$ cat config.mk
export PLATFORM = sky130hd
export DESIGN_NAME = ramdac_register_interface_core
export DESIGN_NICKNAME = d
export VERILOG_FILES = /design/src/rtl/rdac_pkg.sv /design/src/rtl/rdac_pll_store.sv /design/src/rtl/ramdac_register_interface_core.sv
export SDC_FILE = /design/constraint.sdc
export NUM_CORES = 1
export LEC_CHECK = 0
export ABC_AREA = 1
export BUFFER_PORTS_ARGS = -buffer_cell sky130_fd_sc_hd__clkbuf_2
export CAP_MARGIN = 20
export CORE_ASPECT_RATIO = 0.7
export CORE_MARGIN = 1
export CORE_UTILIZATION = 32
export CTS_CLUSTER_DIAMETER = 80
export CTS_CLUSTER_SIZE = 16
export DETAILED_ROUTE_END_ITERATION = 12
export GPL_TIMING_DRIVEN = 1
export HOLD_SLACK_MARGIN = 0.03
export PLACE_DENSITY = 0.44
export SYNTH_ARGS = -nofsm -noshare
export SYNTH_HDL_FRONTEND = slang
export SYNTH_HIERARCHICAL = 1
export SYNTH_SLANG_ARGS = --single-unit
export TNS_END_PERCENT = 100
$ cat constraint.sdc
create_clock -name clock -period 2.4 [get_ports clock]
set_input_delay 0.12 -clock clock [delete_from_list [all_inputs] [get_ports clock]]
set_output_delay 0.12 -clock clock [all_outputs]
set_load 0.01 [all_outputs]
$ cat src/rtl/rdac_pkg.sv
// Shared constants, select codes and decode tables of the palette DAC register interface.
package rdac_pkg;

   // Register select codes; selects 0, 1 and 3 always go to the palette.
   localparam logic [2:0] SEL_HIDDEN          = 3'd2;
   localparam logic [2:0] SEL_PLL_WRITE_INDEX = 3'd4;
   localparam logic [2:0] SEL_PLL_DATA        = 3'd5;
   localparam logic [2:0] SEL_COMMAND         = 3'd6;
   localparam logic [2:0] SEL_PLL_READ_INDEX  = 3'd7;

   // CSR indexes
   localparam logic CSR_CHIP_VARIANT = 1'b0;
   localparam logic CSR_VENDOR_ID    = 1'b1;

   // Hidden unlock counter values
   localparam logic [2:0] UNLOCK_ONE   = 3'd1;
   localparam logic [2:0] UNLOCK_TWO   = 3'd2;
   localparam logic [2:0] UNLOCK_THREE = 3'd3;
   localparam logic [2:0] UNLOCK_OPEN  = 3'd4;

   localparam logic [7:0]  VENDOR_BYTE    = 8'h70;
   localparam logic [7:0]  WRITE_RESPONSE = 8'hff;
   localparam logic [15:0] PLL_WORD0_INIT = 16'h6128;
   localparam logic [15:0] PLL_WORD1_INIT = 16'h623d;

   localparam logic [2:0] VARIANT_LAST_THREE_BIT = 3'd1;
   localparam logic [2:0] VARIANT_LAST_KNOWN     = 3'd4;

   // Depth codes: 0=8, 1=15, 2=16, 3=24, 4=32 bpp
   localparam logic [2:0] DEPTH_THREE [8] = '{3'd0, 3'd1, 3'd3, 3'd2, 3'd1, 3'd1, 3'd2, 3'd3};
   localparam logic [2:0] DEPTH_FOUR [16] = '{3'd0, 3'd0, 3'd1, 3'd1, 3'd3, 3'd2, 3'd2, 3'd4,
                                              3'd1, 3'd3, 3'd1, 3'd0, 3'd2, 3'd0, 3'd3, 3'd0};

   // Only eight PLL words are writable: 2..7, 0x0a, 0x0e.
   function automatic logic pll_writable(input logic [7:0] index);
      return ((index >= 8'd2) && (index <= 8'd7)) || (index == 8'h0a) || (index == 8'h0e);
   endfunction

   // Storage slot of a writable PLL word.
   function automatic logic [2:0] pll_slot(input logic [7:0] index);
      logic [2:0] slot;
      case (index)
         8'h0a:   slot = 3'd6;
         8'h0e:   slot = 3'd7;
         default: slot = index[2:0] - 3'd2;
      endcase
      return slot;
   endfunction

   // Power-up value of a PLL word.
   function automatic logic [15:0] pll_reset_word(input logic [7:0] index);
      logic [15:0] word;
      case (index)
         8'h00:   word = PLL_WORD0_INIT;
         8'h01:   word = PLL_WORD1_INIT;
         default: word = 16'h0000;
      endcase
      return word;
   endfunction

   function automatic logic [2:0] depth_decode(input logic [2:0] variant,
                                               input logic [7:0] cmd,
                                               input logic [2:0] old_depth);
      logic [2:0] depth;
      if (variant <= VARIANT_LAST_THREE_BIT) begin
         depth = DEPTH_THREE[cmd[7:5]];
      end else if (variant <= VARIANT_LAST_KNOWN) begin
         depth = DEPTH_FOUR[cmd[7:4]];
      end else begin
         depth = old_depth;
      end
      return depth;
   endfunction

endpackage

$ cat src/rtl/rdac_pll_store.sv
// PLL register file: 8-entry synchronous memory for the writable words plus reset constants.
module rdac_pll_store (
   input  logic        clock,
   input  logic        reset,
   input  logic        rd_en,
   input  logic [7:0]  rd_index,
   input  logic        wr_en,
   input  logic [7:0]  wr_index,
   input  logic [15:0] wr_data,
   output logic [15:0] rd_word
);
   import rdac_pkg::*;

   logic [15:0] mem [8];
   logic [7:0]  valid_ff;
   logic [15:0] rd_data_ff;
   logic [15:0] rd_const_ff;
   logic        rd_hit_ff;
   logic        wr_ok;
   logic [2:0]  wr_slot;
   logic [2:0]  rd_slot;

   assign wr_ok   = wr_en && pll_writable(wr_index);
   assign wr_slot = pll_slot(wr_index);
   assign rd_slot = pll_slot(rd_index);

   always_ff @(posedge clock) begin
      if (wr_ok) begin
         mem[wr_slot] <= wr_data;
      end
      if (rd_en) begin
         rd_data_ff  <= mem[rd_slot];
         rd_const_ff <= pll_reset_word(rd_index);
      end
   end

   // an unwritten slot reads as its reset value (zero)
   always_ff @(posedge clock) begin
      if (reset) begin
         valid_ff  <= '0;
         rd_hit_ff <= 1'b0;
      end else begin
         if (wr_ok) begin
            valid_ff[wr_slot] <= 1'b1;
         end
         if (rd_en) begin
            rd_hit_ff <= pll_writable(rd_index) && valid_ff[rd_slot];
         end
      end
   end

   assign rd_word = rd_hit_ff ? rd_data_ff : rd_const_ff;

endmodule

$ cat src/rtl/ramdac_register_interface_core.sv
// Top level of the palette DAC register interface with PLL register file.
//
// Usage: each req_ transaction is one CPU read (req_kind=0) or write (req_kind=1)
// on select {req_rs_high, req_addr_low}. Every transaction yields exactly one
// rsp_ transaction: read byte (0xff on writes), a palette-forward flag, the
// current pixel depth and a flag set when the command byte was written.
// A transaction reads the PLL store when accepted; its response is registered
// as the transaction leaves the execute state, once the output register is free.
// Transactions never overlap: the PLL store read and the read-modify-write
// that follows it complete before the next transaction is accepted.
// req_ready is high only in the idle state. The response register decouples
// the sides: if rsp_ready is low, the next transaction is still accepted and
// processed up to the point of loading the response, then waits there.
// Reset (synchronous) clears the unlock counter, indexes, phase, command byte,
// depth and the PLL valid bits; csr registers return to variant 4, vendor 1.
// csr_ writes take effect at once; the user must make them only while idle.
module ramdac_register_interface_core (
   input  logic       clock,
   input  logic       reset,
   input  logic       req_valid,
   output logic       req_ready,
   input  logic       req_kind,
   input  logic [1:0] req_addr_low,
   input  logic       req_rs_high,
   input  logic [7:0] req_write_data,
   input  logic [7:0] req_palette_read_data,
   output logic       rsp_valid,
   input  logic       rsp_ready,
   output logic [7:0] rsp_read_data,
   output logic       rsp_forwarded,
   output logic [2:0] rsp_pixel_depth,
   output logic       rsp_depth_updated,
   input  logic       csr_write_enable,
   input  logic       csr_index,
   input  logic [2:0] csr_write_data
);
   import rdac_pkg::*;

   typedef enum logic [1:0] {
      S_IDLE = 2'b01,
      S_EXEC = 2'b10
   } state_type;

   state_type   state_ff, state_in;

   // configuration
   logic [2:0]  variant_ff;
   logic        vendor_ff;

   // architectural state
   logic [2:0]  unlock_ff, unlock_in;
   logic [7:0]  wr_index_ff, wr_index_in;
   logic [7:0]  rd_index_ff, rd_index_in;
   logic        phase_ff, phase_in;
   logic [7:0]  command_ff, command_in;
   logic [2:0]  depth_ff, depth_in;

   // latched transaction
   logic        kind_ff;
   logic [2:0]  sel_ff;
   logic [7:0]  wdata_ff;
   logic [7:0]  pdata_ff;

   // response register
   logic        rsp_valid_ff;
   logic [7:0]  rsp_data_ff, rsp_data_in;
   logic        rsp_fwd_ff, rsp_fwd_in;
   logic        rsp_upd_ff, rsp_upd_in;

   logic        accept;
   logic        done;
   logic [15:0] pll_word;
   logic [15:0] pll_wr_word;
   logic        pll_wr_en;

   assign req_ready = (state_ff == S_IDLE);
   assign accept    = req_valid && req_ready;
   // finish when the response register can take the result
   assign done      = (state_ff == S_EXEC) && (!rsp_valid_ff || rsp_ready);

   // PLL store: read in the accept cycle at the index this access uses,
   // written back when the transaction completes.
   rdac_pll_store u_pll (
      .clock    (clock),
      .reset    (reset),
      .rd_en    (accept),
      .rd_index (req_kind ? wr_index_ff : rd_index_ff),
      .wr_en    (pll_wr_en),
      .wr_index (wr_index_ff),
      .wr_data  (pll_wr_word),
      .rd_word  (pll_word)
   );

   // byte merge for a data-port write; low byte first
   assign pll_wr_word = phase_ff ? {wdata_ff, pll_word[7:0]} : {pll_word[15:8], wdata_ff};
   assign pll_wr_en   = done && kind_ff && (sel_ff == SEL_PLL_DATA);

   always_comb begin
      unlock_in   = (sel_ff == SEL_HIDDEN) ? unlock_ff : 3'd0;
      wr_index_in = wr_index_ff;
      rd_index_in = rd_index_ff;
      phase_in    = phase_ff;
      command_in  = command_ff;
      depth_in    = depth_ff;
      rsp_data_in = WRITE_RESPONSE;
      rsp_fwd_in  = 1'b0;
      rsp_upd_in  = 1'b0;

      if (kind_ff) begin
         case (sel_ff)
            SEL_HIDDEN: begin
               if (unlock_ff == UNLOCK_OPEN) begin
                  command_in = wdata_ff;
                  depth_in   = depth_decode(variant_ff, wdata_ff, depth_ff);
                  rsp_upd_in = 1'b1;
                  unlock_in  = 3'd0;
               end else begin
                  rsp_fwd_in = 1'b1;
               end
            end
            SEL_PLL_WRITE_INDEX: begin
               wr_index_in = wdata_ff;
               phase_in    = 1'b0;
            end
            SEL_PLL_DATA: begin
               phase_in = ~phase_ff;
               if (phase_ff) begin
                  wr_index_in = wr_index_ff + 8'd1;
               end
            end
            SEL_COMMAND: begin
               command_in = wdata_ff;
               depth_in   = depth_decode(variant_ff, wdata_ff, depth_ff);
               rsp_upd_in = 1'b1;
            end
            SEL_PLL_READ_INDEX: begin
               rd_index_in = wdata_ff;
               phase_in    = 1'b0;
            end
            default: begin
               rsp_fwd_in = 1'b1;
            end
         endcase
      end else begin
         case (sel_ff)
            SEL_HIDDEN: begin
               if ((unlock_ff == UNLOCK_ONE) || (unlock_ff == UNLOCK_TWO)) begin
                  rsp_data_in = 8'h00;
                  unlock_in   = unlock_ff + 3'd1;
               end else if (unlock_ff == UNLOCK_THREE) begin
                  rsp_data_in = vendor_ff ? VENDOR_BYTE : 8'h00;
                  unlock_in   = unlock_ff + 3'd1;
               end else if (unlock_ff == UNLOCK_OPEN) begin
                  rsp_data_in = command_ff;
                  unlock_in   = 3'd0;
               end else begin
                  // locked, or one of the unreachable counts: plain palette read
                  rsp_data_in = pdata_ff;
                  rsp_fwd_in  = 1'b1;
                  unlock_in   = unlock_ff + 3'd1;
               end
            end
            SEL_PLL_WRITE_INDEX: rsp_data_in = wr_index_ff;
            SEL_PLL_DATA: begin
               rsp_data_in = phase_ff ? pll_word[15:8] : pll_word[7:0];
               phase_in    = ~phase_ff;
               if (phase_ff) begin
                  rd_index_in = rd_index_ff + 8'd1;
               end
            end
            SEL_COMMAND:        rsp_data_in = command_ff;
            SEL_PLL_READ_INDEX: rsp_data_in = rd_index_ff;
            default: begin
               rsp_data_in = pdata_ff;
               rsp_fwd_in  = 1'b1;
            end
         endcase
      end
   end

   always_comb begin
      state_in = state_ff;
      case (state_ff)
         S_IDLE:  if (accept) state_in = S_EXEC;
         S_EXEC:  if (done) state_in = S_IDLE;
         default: state_in = S_IDLE;
      endcase
   end

   always_ff @(posedge clock) begin
      if (reset) begin
         state_ff     <= S_IDLE;
         variant_ff   <= 3'd4;
         vendor_ff    <= 1'b1;
         unlock_ff    <= 3'd0;
         wr_index_ff  <= 8'd0;
         rd_index_ff  <= 8'd0;
         phase_ff     <= 1'b0;
         command_ff   <= 8'd0;
         depth_ff     <= 3'd0;
         rsp_valid_ff <= 1'b0;
      end else begin
         state_ff <= state_in;
         if (csr_write_enable) begin
            case (csr_index)
               CSR_CHIP_VARIANT: variant_ff <= csr_write_data;
               CSR_VENDOR_ID:    vendor_ff  <= csr_write_data[0];
               default: ;
            endcase
         end
         if (done) begin
            unlock_ff    <= unlock_in;
            wr_index_ff  <= wr_index_in;
            rd_index_ff  <= rd_index_in;
            phase_ff     <= phase_in;
            command_ff   <= command_in;
            depth_ff     <= depth_in;
            rsp_valid_ff <= 1'b1;
         end else if (rsp_ready) begin
            rsp_valid_ff <= 1'b0;
         end
      end
   end

   // payload registers
   always_ff @(posedge clock) begin
      if (accept) begin
         kind_ff  <= req_kind;
         sel_ff   <= {req_rs_high, req_addr_low};
         wdata_ff <= req_write_data;
         pdata_ff <= req_palette_read_data;
      end
      if (done) begin
         rsp_data_ff <= rsp_data_in;
         rsp_fwd_ff  <= rsp_fwd_in;
         rsp_upd_ff  <= rsp_upd_in;
      end
   end

   assign rsp_valid         = rsp_valid_ff;
   assign rsp_read_data     = rsp_data_ff;
   assign rsp_forwarded     = rsp_fwd_ff;
   assign rsp_depth_updated = rsp_upd_ff;
   // depth is sampled with the response, so it reflects this transaction
   assign rsp_pixel_depth   = depth_ff;

endmodule

==> flow_summary.toml <==
[final_layout]
drive_gt1_share_pct = 12.3
final_area_um2 = 12000
finalNonFillerCells = 1610
nets = 1218
areaGrowthSynthToFinish_pct = 18.0
fillers = 3198
postLayoutCoreUtil_pct = 38.5
antenna_cells = 0

[power]
powerDensity_nw_per_um2 = 612
p_clk_share_pct = 36.6
pwr-share-seq_pct = 58.0
p_comb_share_pct = 5.4
sw_frac_of_total_pct = 22.5
intPower_w = 0.00571
total_leakage_power_nw = 4.52
ir_worst_vdd_mv = 0.394
power_switching_w = 0.00165

[sta]
slew_viol_final = 0
slew_headroom_pct = 39.5
fmax_ghz = 0.460
clock_skew_ps = 15.8
fin_crit_ps = 2170
final.setup.tns_ps = 0
worst_pin_slew_ps = 906
finalCritPeriodShare_pct = 90.5
setup-violations-final = 0
fin_ws_ps = 227
rsz0062_at_grt = "false"
hold_viol_final = 0

[logic_synthesis]
synth-compound-area-share_pct = 11.9
yosysWarnings = 6
synth_mux_area_share_pct = 0.0982
synth_area_per_cell_um2 = 9.47
async_reset_ff_share_pct = 0
synth-seq-cells = 224
yosys_most_used_dff = "edfxtp_1"
synth_seq_area_share_pct = 61.4
synth-adder-area-share_pct = 1.10
synth_edf_count = 177
syn_nets = 1115
synth-simple-area-share_pct = 20.2
synth_top_family_by_area = "simple AND/OR/NAND/NOR gates"
yosysUniqueCellTypes = 38
syn_inst = 1077
netlist_area_um2 = 10200
synth_xor_xnor_area_share_pct = 0

[min_path]
hold_depth = 1
hp-class = "primary input to flop"
holdPathEnd = "kind_ff$_DFFE_PP_"
worstHoldStart = "req_kind"

[detailed_routing]
wire_per_inst_um = 18.3
drt_iter0_markers = 704
num_vias = 7727
via_per_inst = 4.80
drt_pass1_iterations = 5
post-route-drc-count = 0
drt-total-wl_um = 29500
final_antenna_net_count = 0

[clock_tree]
cts_num_sinks = 224
root_buffer = "clkbuf_16"
cts_buffers = 17
post_cts.repair.setup_buffers = 0
clkTransAtPathRegs_ps = 80
clk_latency_ps = 500
htreeDepth = 1
clockBufferDepth = 3
cts_tree = "built"

[worst_setup_path]
crit_path_end_kind = "flop"
slowest_stage = "dfxtp_1"
reg2reg_slack_ps = 230
path_cells = "nor2_1, nand2_1, nor3_1, o21ai_0, a21oi_1, nand2_1, inv_1, buf_12"
path_delay_family = "simple AND/OR/NAND/NOR gates"
rr_worst_depth = 8
path_max_fanout = 17
cp.depth = 8
required_ps = 2590
reg2reg_to = "u_pll/mem[5][0]$_DFFE_PP_"
worstPathArrival_ps = 2370
path_class = "flop to flop"
critPathBufInv = 2
critical_path.max_stage_delay_ps = 370
cp-start-kind = "flop"
cpMostUsedCell = "nand2_1"
reg2reg_from = "wr_index_ff[6]$_SDFFE_PP0P_"

[placed_design]
pre_cts_ws_ps = 236
gp_congestion = 0.885
dpl_cell_area_um2 = 11300
dp_cells = 1551
io_buffers = 43
hpwl_um = 19200

[global_routing]
grt_overflow = 0
grt_pass1_vias = 6934
track_usage_pct = 18.1
grt_max_degree = 65
antenna_found_initial = 0
grt_pass1_wl_um = 44000

[job]
cap_viol_max_count = 0

[floorplanning]
rows = 54
num_io_pins = 44
die_area_um2 = 32600
initial_utilization_pct = 32.7
core_um2 = 31200
die_w_um = 215
die_h_um = 151

[status]
status = "complete, no violations"
==> cell usage after synthesis (2+ instances only) <==
| master | number | area (um2) |
|---|---|---|
| nand3_1 | 34 | 170 |
| inv_2 | 7 | 26.3 |
| a21oi_1 | 36 | 180 |
| nor3_1 | 7 | 35.0 |
| nor2_1 | 152 | 571 |
| a21oi_2 | 2 | 17.5 |
| inv_1 | 78 | 293 |
| nor4_1 | 2 | 12.5 |
| buf_2 | 14 | 70.1 |
| nor2_2 | 2 | 12.5 |
| nor2_8 | 2 | 40.0 |
| nor2_4 | 2 | 22.5 |
| o21ai_0 | 126 | 631 |
| o22ai_1 | 39 | 244 |
| nand2_1 | 264 | 991 |
| o21ai_2 | 3 | 26.3 |
| nand2_2 | 2 | 12.5 |
| clkbuf_1 | 18 | 67.6 |
| ha_1 | 9 | 113 |
| nand3_2 | 4 | 40.0 |
| nand3b_1 | 3 | 22.5 |
| buf_6 | 2 | 22.5 |
| dfxtp_1 | 47 | 941 |
| buf_4 | 6 | 45.0 |
| nor3_4 | 2 | 32.5 |
| nand4_1 | 8 | 50.1 |
| o21ai_1 | 17 | 85.1 |
| clkbuf_2 | 2 | 10.0 |
| buf_1 | 2 | 7.51 |
| edfxtp_1 | 177 | 5320 |
==> worst max path at each step <==
stage,startpoint,end,slack (ps)
after floorplan,rd_index_ff[3]$_SDFFE_PP0P_,u_pll/rd_data_ff[10]$_DFFE_PP_,270
after global placement,rd_index_ff[1]$_SDFFE_PP0P_,u_pll/rd_hit_ff$_SDFFE_PP0P_,230
after detailed placement,rd_index_ff[4]$_SDFFE_PP0P_,u_pll/rd_data_ff[4]$_DFFE_PP_,240
after CTS,rd_index_ff[4]$_SDFFE_PP0P_,u_pll/rd_data_ff[4]$_DFFE_PP_,210
after global routing,rd_index_ff[5]$_SDFFE_PP0P_,u_pll/rd_hit_ff$_SDFFE_PP0P_,6
final,wr_index_ff[6]$_SDFFE_PP0P_,u_pll/mem[5][0]$_DFFE_PP_,230
==> placed cells by master (no fill, tap or decap), drive strengths merged, types with 9 or more instances in the layout <==
cell / instances
buf: 55
nor3: 10
o21ai: 146
o22ai: 39
nand2: 267
nand3: 39
dlygate4sd3: 30
ha: 9
clkbuf: 72
nor2: 158
dfxtp: 47
edfxtp: 177
inv: 85
a21oi: 38
==> per-layer routing <==
layer	global-route usage [%]	share of wire, %
met5	0	0
met4	3.33	1.7
met3	4.00	6.5
met2	23.3	37
met1	29.9	54
==> repair_timing <==
action,in CTS,in global routing
gates resized for setup,0,3
endpoints found under the hold margin,26,0
hold buffers,30,0
endpoints found under the setup margin,0,10
==> cell families (layout without fill, tap and decap cells) <==
logic type / after synthesis / in the layout
and+or+nand+nor: 488 / 488
AOI/OAI and AO/OA: 226 / 226
DFF: 224 / 224
buffers and inverters: 129 / 242
adders and majority gates: 9 / 9
muxes: 1 / 1
==> registers in the layout, summed over array words and instances, names as in the netlist, 8 cells and up <==
signal and flops:
rd_index_ff 8, pdata_ff 8, u_pll/mem 128, u_pll/valid_ff 8, u_pll/rd_data_ff 16, wdata_ff 8, wr_index_ff 8, command_ff 8
rsp_read_data 8
==> power by group through the flow <==
stage	registers [W]	clock network (W)	logic, W
6_report	0.00427	0.00269	0.000400
5_1_grt	0.00428	0.00291	0.000447
4_1_cts	0.00427	0.00279	0.000403
3_5_place_dp	0.00436	0	0.000363
3_3_place_gp	0.00436	0	0.000363
2_1_floorplan	0.00434	0	0.000206
==> per-stage QoR <==
| step | power, W | hold WS [ps] |
|---|---|---|
| 2_1_floorplan | 0.00454 | 219 |
| 3_3_place_gp | 0.00472 | 298 |
| 3_5_place_dp | 0.00472 | 299 |
| 4_1_cts | 0.00746 | 46.0 |
| 5_1_grt | 0.00763 | 69.4 |
| 6_report | 0.00737 | 69.8 |
==> area by class of cell <==
class | instances | area (um2) | share of cell area [%]
Sequential cell | 224 | 6260 | 52.0
Multi-Input combinational cell | 724 | 3400 | 28.3
Timing Repair Buffer | 128 | 1060 | 8.79
Tap cell | 420 | 526 | 4.37
Clock buffer | 29 | 470 | 3.91
Inverter | 85 | 322 | 2.67
No activity file was read; power rests on OpenSTA's default activity.
